`src/hw/rtl/drfl_pkg.sv`:
```
package drfl_pkg;

    localparam int unsigned DEPTH_DEFAULT = 1024;

    localparam int unsigned YEAR_W   = 12;
    localparam int unsigned MONTH_W  = 4;
    localparam int unsigned DAY_W    = 5;
    localparam int unsigned DATE_W   = YEAR_W + MONTH_W + DAY_W;
    localparam int unsigned AMOUNT_W = 32;
    localparam int unsigned RATE_W   = 32;
    localparam int unsigned PROD_W   = 62;
    localparam int unsigned FRAC_W   = 16;

    localparam logic [YEAR_W-1:0]   MIN_YEAR     = 12'd2009;
    localparam logic [AMOUNT_W-1:0] AMOUNT_LIMIT = 32'd1000 << FRAC_W;
    localparam logic [YEAR_W-1:0]   RECIP_25     = 12'd2622;
    localparam logic [YEAR_W-1:0]   CENTURY_DIV  = 12'd25;

    typedef enum logic [1:0] {
        OP_CLEAR  = 2'd0,
        OP_APPEND = 2'd1,
        OP_QUERY  = 2'd2,
        OP_NONE   = 2'd3
    } opcode_t;

    typedef enum logic [2:0] {
        ST_OK        = 3'd0,
        ST_BAD_DATE  = 3'd1,
        ST_NEGATIVE  = 3'd2,
        ST_TOO_LARGE = 3'd3,
        ST_NO_ENTRY  = 3'd4,
        ST_STORED    = 3'd5,
        ST_FULL      = 3'd6,
        ST_CLEARED   = 3'd7
    } status_t;

    typedef struct packed {
        logic capture;
        logic check;
        logic step;
        logic mul;
        logic emit;
    } cmd_t;

    typedef struct packed {
        logic drop;
        logic need_search;
        logic search_done;
        logic out_free;
    } sts_t;

endpackage

```
`src/hw/rtl/drfl_ctrl.sv`:
```
module drfl_ctrl import drfl_pkg::*; (
    input  logic clk,
    input  logic rst_n,
    input  logic in_valid,
    output logic in_ready,
    output cmd_t cmd,
    input  sts_t sts
);

    typedef enum logic [4:0] {
        S_IDLE   = 5'b00001,
        S_CHECK  = 5'b00010,
        S_SEARCH = 5'b00100,
        S_MUL    = 5'b01000,
        S_RESP   = 5'b10000
    } state_t;

    state_t state_reg;
    state_t state_next;

    always_comb
    begin
        state_next  = state_reg;
        cmd         = '0;
        in_ready    = 1'b0;
        unique case (state_reg)
            S_IDLE:
            begin
                in_ready = 1'b1;
                if (in_valid)
                begin
                    cmd.capture = 1'b1;
                    state_next  = S_CHECK;
                end
            end
            S_CHECK:
            begin
                cmd.check = 1'b1;
                priority if (sts.drop)
                    state_next = S_IDLE;
                else if (sts.need_search)
                    state_next = S_SEARCH;
                else
                    state_next = S_RESP;
            end
            S_SEARCH:
            begin
                cmd.step = 1'b1;
                if (sts.search_done)
                begin
                    state_next = S_MUL;
                end
            end
            S_MUL:
            begin
                cmd.mul    = 1'b1;
                state_next = S_RESP;
            end
            S_RESP:
            begin
                if (sts.out_free)
                begin
                    cmd.emit   = 1'b1;
                    state_next = S_IDLE;
                end
            end
            default:
            begin
                state_next = S_IDLE;
            end
        endcase
    end

    always_ff @(posedge clk or negedge rst_n)
    begin
        if (!rst_n)
        begin
            state_reg <= S_IDLE;
        end
        else
        begin
            state_reg <= state_next;
        end
    end

    a_emit_when_free: assert property (@(posedge clk) disable iff (!rst_n)
        cmd.emit |-> sts.out_free)
        else $error("response loaded while output register busy");

    a_search_then_mul: assert property (@(posedge clk) disable iff (!rst_n)
        cmd.step && sts.search_done |=> cmd.mul)
        else $error("finished search not followed by multiply");

endmodule

```
`config.mk`:
```
export PLATFORM = sky130hd
export DESIGN_NAME = drfl_ctrl
export DESIGN_NICKNAME = d
export VERILOG_FILES = /design/src/hw/rtl/drfl_pkg.sv /design/src/hw/rtl/drfl_ctrl.sv
export SDC_FILE = /design/constraint.sdc
export NUM_CORES = 1
export LEC_CHECK = 0
export BUFFER_PORTS_ARGS = -buffer_cell sky130_fd_sc_hd__buf_4
export CORE_AREA = 10 10 47 49
export DETAILED_ROUTE_END_ITERATION = 10
export DIE_AREA = 0 0 57 59
export SYNTH_ARGS = -nofsm -noshare
export SYNTH_HDL_FRONTEND = slang
export SYNTH_SLANG_ARGS = --single-unit
```
`constraint.sdc`:
```
create_clock -name clk -period 2.3 [get_ports clk]
set_input_delay 0.575 -clock clk [delete_from_list [all_inputs] [get_ports clk]]
set_output_delay 0.575 -clock clk [all_outputs]
set_load 0.02 [all_outputs]
```
* Word level (Yosys, flattened, before mapping)
Cells that the tools add are included.
** Word-level totals
- Output and inout bits :: 6
- Bits of input ports :: 7
- Memories kept :: 0
- Word-level logic and storage cells :: 24
- Memory bits (writable) :: 0
- Register bits after elaboration :: 5
- Latch bits :: 0
- Memory bits (read-only) :: 0
** Cells by class
- $lt $le $gt $ge :: 0
- $mul :: 0
- Bitwise gates (word level) :: 0
- Reductions and logical operators :: 1
- Div/mod/pow operators :: 0
- Equality and inequality tests :: 8
- Shift operators :: 0
- Add/sub/neg operators :: 0
- Mux-type cells :: 14
** Operators with widths (number)
- two-way mux 5 bit :: 5
- case mux 5 bit (5 select lines) :: 1
- two-way mux 1 bit :: 8
- inequality test 2 bit (second input constant) :: 3
- == test 5 x 1 -> 1 bit (second input constant) :: 1
- == test 5 x 2 -> 1 bit (second input constant) :: 1
- == test 5 x 3 -> 1 bit (second input constant) :: 1
- == test 5 x 4 -> 1 bit (second input constant) :: 1
- == test 5 bit (second input constant) :: 1
- AND reduction 3 bit :: 1

* Depth between registers and ports, before layout
- Word-level depth :: 3
- Gate-level depth with buffers :: 4
- Mapped depth without buffers :: 3

* Worst setup path before layout
OpenSTA, ideal clock, no wires.
- Path kind :: register -> output
- Start point :: reg state_reg[4]
- End point :: out in_ready
- Path buffers :: 1
- Arrival :: 1453 ps
- Setup slack :: 272 ps
- Required time :: 1725 ps
- Cell stages (with the launch flop) :: 4
- Cells stage by stage :: dfrtp_1 > or3_1 > buf_6 > nor3b_1
** Between the ends
- Longest elaborated chain between the ends :: 2
** Ends and longest elaborated chain
- start, declared :: RTL line drfl_ctrl.sv:18 : state_t state_reg;
- start signal, assigned :: RTL line drfl_ctrl.sv:82 : state_reg <= state_next;
- == test 5 x 1 -> 1 bit :: RTL line drfl_ctrl.sv:26 : unique case (state_reg)
- two-way mux 1 bit :: RTL line drfl_ctrl.sv:26
- end, declared :: RTL line drfl_ctrl.sv:5 : output logic in_ready,
Every way passes these cells.

* Worst setup path in the final report
Same ends and word-level chain as after synthesis.

==> summary.txt <==
Post-CTS clock slew at the launch and capture registers of the worst setup and hold paths: 0.04 ns
Fraction of power consumed by the clock network: 29.3%
Total core area: 0.00140 mm^2
H-Tree Level Count: 1
Starting utilization of the core area: 22.7%
Net total in the final layout: 53
Cell type with the largest total area after synthesis: sky130_fd_sc_hd__dfrtp_1
Max-slew violation total from the final report: 0
Most used flip-flop cell after synthesis: sky130_fd_sc_hd__dfrtp_1
Fraction of power spent switching nets: 32.7%
Flip-flop count of the largest register, all copies and words added: 5
Synthesized-area fraction occupied by xor and xnor cells: 2.76%
Area share of the leading cell type in the synthesized netlist: 31.5%
Count of cell types in the netlist: 22
Final setup viols: 0
Power density over the cells: 744 mW/mm^2
Slew margin rel.: 65.2%
Floorplan row count: 14
Fin Setup TNS: 0 ns
Mean post-synth cell area: 10.6 um^2
Avg WL per Cell: 11.2 um
Leakage power figure: 0.000211 uW
Source-to-sink clock delay at the later pin of the worst-skew pair: 0.23 ns
Cells taking the most area after synthesis: sky130_fd_sc_hd__dfrtp_1 (31%), sky130_fd_sc_hd__dfstp_2 (8.3%), sky130_fd_sc_hd__nor3_4 (5.1%), sky130_fd_sc_hd__o41ai_2 (5.1%), sky130_fd_sc_hd__nor3b_1 (4.7%)
Share of the synthesized area in compound gates (AO/OA/AOI/OAI): 14.6%
Timing-limited maximum frequency: 0.468 GHz
Number of global-route vias before repair: 297
Post-route non-filler standard cell count: 61
Total die area: 0.00336 mm^2
Global route total overflow: 0
YS warnings: 0
Number of buffers inserted by hold repair at cts: 0
Number of buffers inserted by post-CTS setup repair: 0
Outcome: finished, final reports clean
Total Routed Length: 681 um
Post-synthesis sequential element count: 5
Seq pwr share: 36.9%
Antenna diode count: 0
Sink count of the clock tree: 5
Sort of element at the end of the critical path: output port
Fraction of power consumed by combinational cells: 33.8%
Buffers on Ports: 12
Data arrival time of the critical path: 1.56 ns
Maximum net fanout on the critical path: 6
Clock tree root driver cell: sky130_fd_sc_hd__clkbuf_4
Origin of the critical flop-to-flop path: state_reg[4]
Synthesized instance count: 30
Die Width: 57 um
Vertical extent of the die: 59 um
Count of max-cap constraint violations: 0
Buffers from clock root to sink, at most: 2
DRC Markers: 0
Routability Congestion: 0.758
Hold Path Class: in -> async
Post-synthesis share of cell area spent on full adders, half adders and majority gates: 0%
Startpoint types: flop
Proportion of synthesized area in mux cells: 0%
Shortest period the worst path allows: 2.14 ns
Final worst path period share: 92.9%
Via density per instance: 4.54
Share of synthesized cell area in and, or, nand and nor gates: 37.0%
Int Pwr: 222 uW
Post-Syn Area: 318 um^2
Launch point of the worst path: state_reg[4]
Starting DRC count in detailed routing: 1
Most used standard cell by instance count after synthesis: sky130_fd_sc_hd__dfrtp_1
RSZ-0062 raised after global routing: no
Pin count of the biggest net entering global routing: 7
Global-route wire length before repair: 1170 um
Combinational family with the most area after synthesis: simple AND/OR/NAND/NOR gates
Fin. Hold Viols: 0
Post_cts resized: 0
Part of the Yosys area used for sequential elements: 39.8%
Count of pins on the block boundary: 13
Final Util: 31.6%
Share of async-settable or async-resettable flops after synthesis: 100%
First-pass DRT Iterations: 2
Max Clock Skew: 0.00221 ns
Number of vias in the routed layout: 277
Area Growth Syn to Fin: 39.4%
Critical path required time: 1.73 ns
Number of inserted filler cells in the final layout: 160
WS Path Type: reg -> out
Worst vdd ir: 0.287 mV
Net Count, Synth: 37
EDFF count, synth: 0
Transition time of the tightest slew-check pin: 0.515 ns
Fraction of final layout cells sized beyond drive strength 1: 46.7%
Antenna-violating nets left: 0
Overall fraction of global-route tracks in use: 4.50%
Initial antenna violation count: 0
Net switching power: 108 uW
TritonCTS clock tree: yes
Number of CTS-inserted buffers: 3
# placed instances: 57
==> critical path: stages (launching register included) <==
cell,delay (ns)
sky130_fd_sc_hd__dfrtp_1,0.40
sky130_fd_sc_hd__or3_1,0.51
sky130_fd_sc_hd__nor3b_1,0.24
sky130_fd_sc_hd__buf_4,0.17
==> metal layers <==
layer / wire length [um] / vias to the layer above / track usage (%)
met1: 292 / 127 / 4.64
met5: 0 / - / 0
met4: 4 / 0 / 4.03
met3: 41 / 2 / 1.72
li1: - / 141 / -
met2: 341 / 7 / 6.98
==> stage by stage <==
step / hold WS (ns) / cell area [um^2] / setup slack (ns) / total power (uW)
2_1_floorplan: 0.279 / 318 / 0.272 / 193
3_3_place_gp: 0.378 / 417 / 0.397 / 238
3_5_place_dp: 0.377 / 417 / 0.393 / 237
4_1_cts: 0.120 / 443 / 0.131 / 339
5_1_grt: 0.128 / 443 / 0.0579 / 354
6_report: 0.129 / 443 / 0.163 / 330
==> final cells by class <==
type                    instances  area (um^2)  share of cell area [%]
flip-flops and latches          5          126                    28.5
inverters                       2         7.51                    1.69
well taps                      16         20.0                    4.52
multi-input cells              22          173                    39.0
clock buffers                   4         26.3                    5.93
repair buffers                 12         90.1                    20.3
==> cell families (layout without fill, tap and decap cells) <==
kind of cell	Yosys count	after routing
compound gates	5	5
xor+xnor	1	1
buf+inv	3	18
flops	5	5
simple gates	16	16
==> worst paths after layout <==
check	cells after the start	slack [ns]	to
max in group asynchronous	1	1.98	state_reg[0]
min in group clk	2	0.55	state_reg[4]
hold / removal	1	0.13	state_reg[4]
hold reg to reg	1	0.56	state_reg[1]
setup reg to reg	3	0.95	state_reg[2]
setup / recovery	3	0.16	in_ready
==> layout by cell type (no fill, tap or decap) <==
master	count
sky130_fd_sc_hd__nor4b_1	1
sky130_fd_sc_hd__nand2_1	1
sky130_fd_sc_hd__a211oi_1	1
sky130_fd_sc_hd__nor3_2	1
sky130_fd_sc_hd__clkbuf_1	1
sky130_fd_sc_hd__xnor2_1	1
sky130_fd_sc_hd__dfrtp_1	4
sky130_fd_sc_hd__a22o_1	1
sky130_fd_sc_hd__clkbuf_4	3
sky130_fd_sc_hd__nor3_4	1
sky130_fd_sc_hd__and2_1	2
sky130_fd_sc_hd__dfstp_2	1
sky130_fd_sc_hd__and4b_2	1
sky130_fd_sc_hd__o21ai_0	1
sky130_fd_sc_hd__or3_1	1
sky130_fd_sc_hd__nor2_1	2
sky130_fd_sc_hd__and2b_2	1
sky130_fd_sc_hd__nor3_1	2
sky130_fd_sc_hd__o2bb2ai_1	1
sky130_fd_sc_hd__inv_1	2
sky130_fd_sc_hd__or2b_1	1
sky130_fd_sc_hd__nor3b_1	2
sky130_fd_sc_hd__buf_4	12
sky130_fd_sc_hd__o41ai_2	1
==> power by group through the flow <==
| stage | registers (uW) | clock network [uW] | logic (uW) |
|---|---|---|---|
| after global routing | 126 | 105 | 123 |
| after CTS | 122 | 103 | 115 |
| final | 121 | 96.7 | 111 |
| after floorplan | 119 | 0 | 73.9 |
| after detailed placement | 123 | 0 | 115 |
| after global placement | 123 | 0 | 115 |
Note: power is estimated with default switching activity, not from simulation.
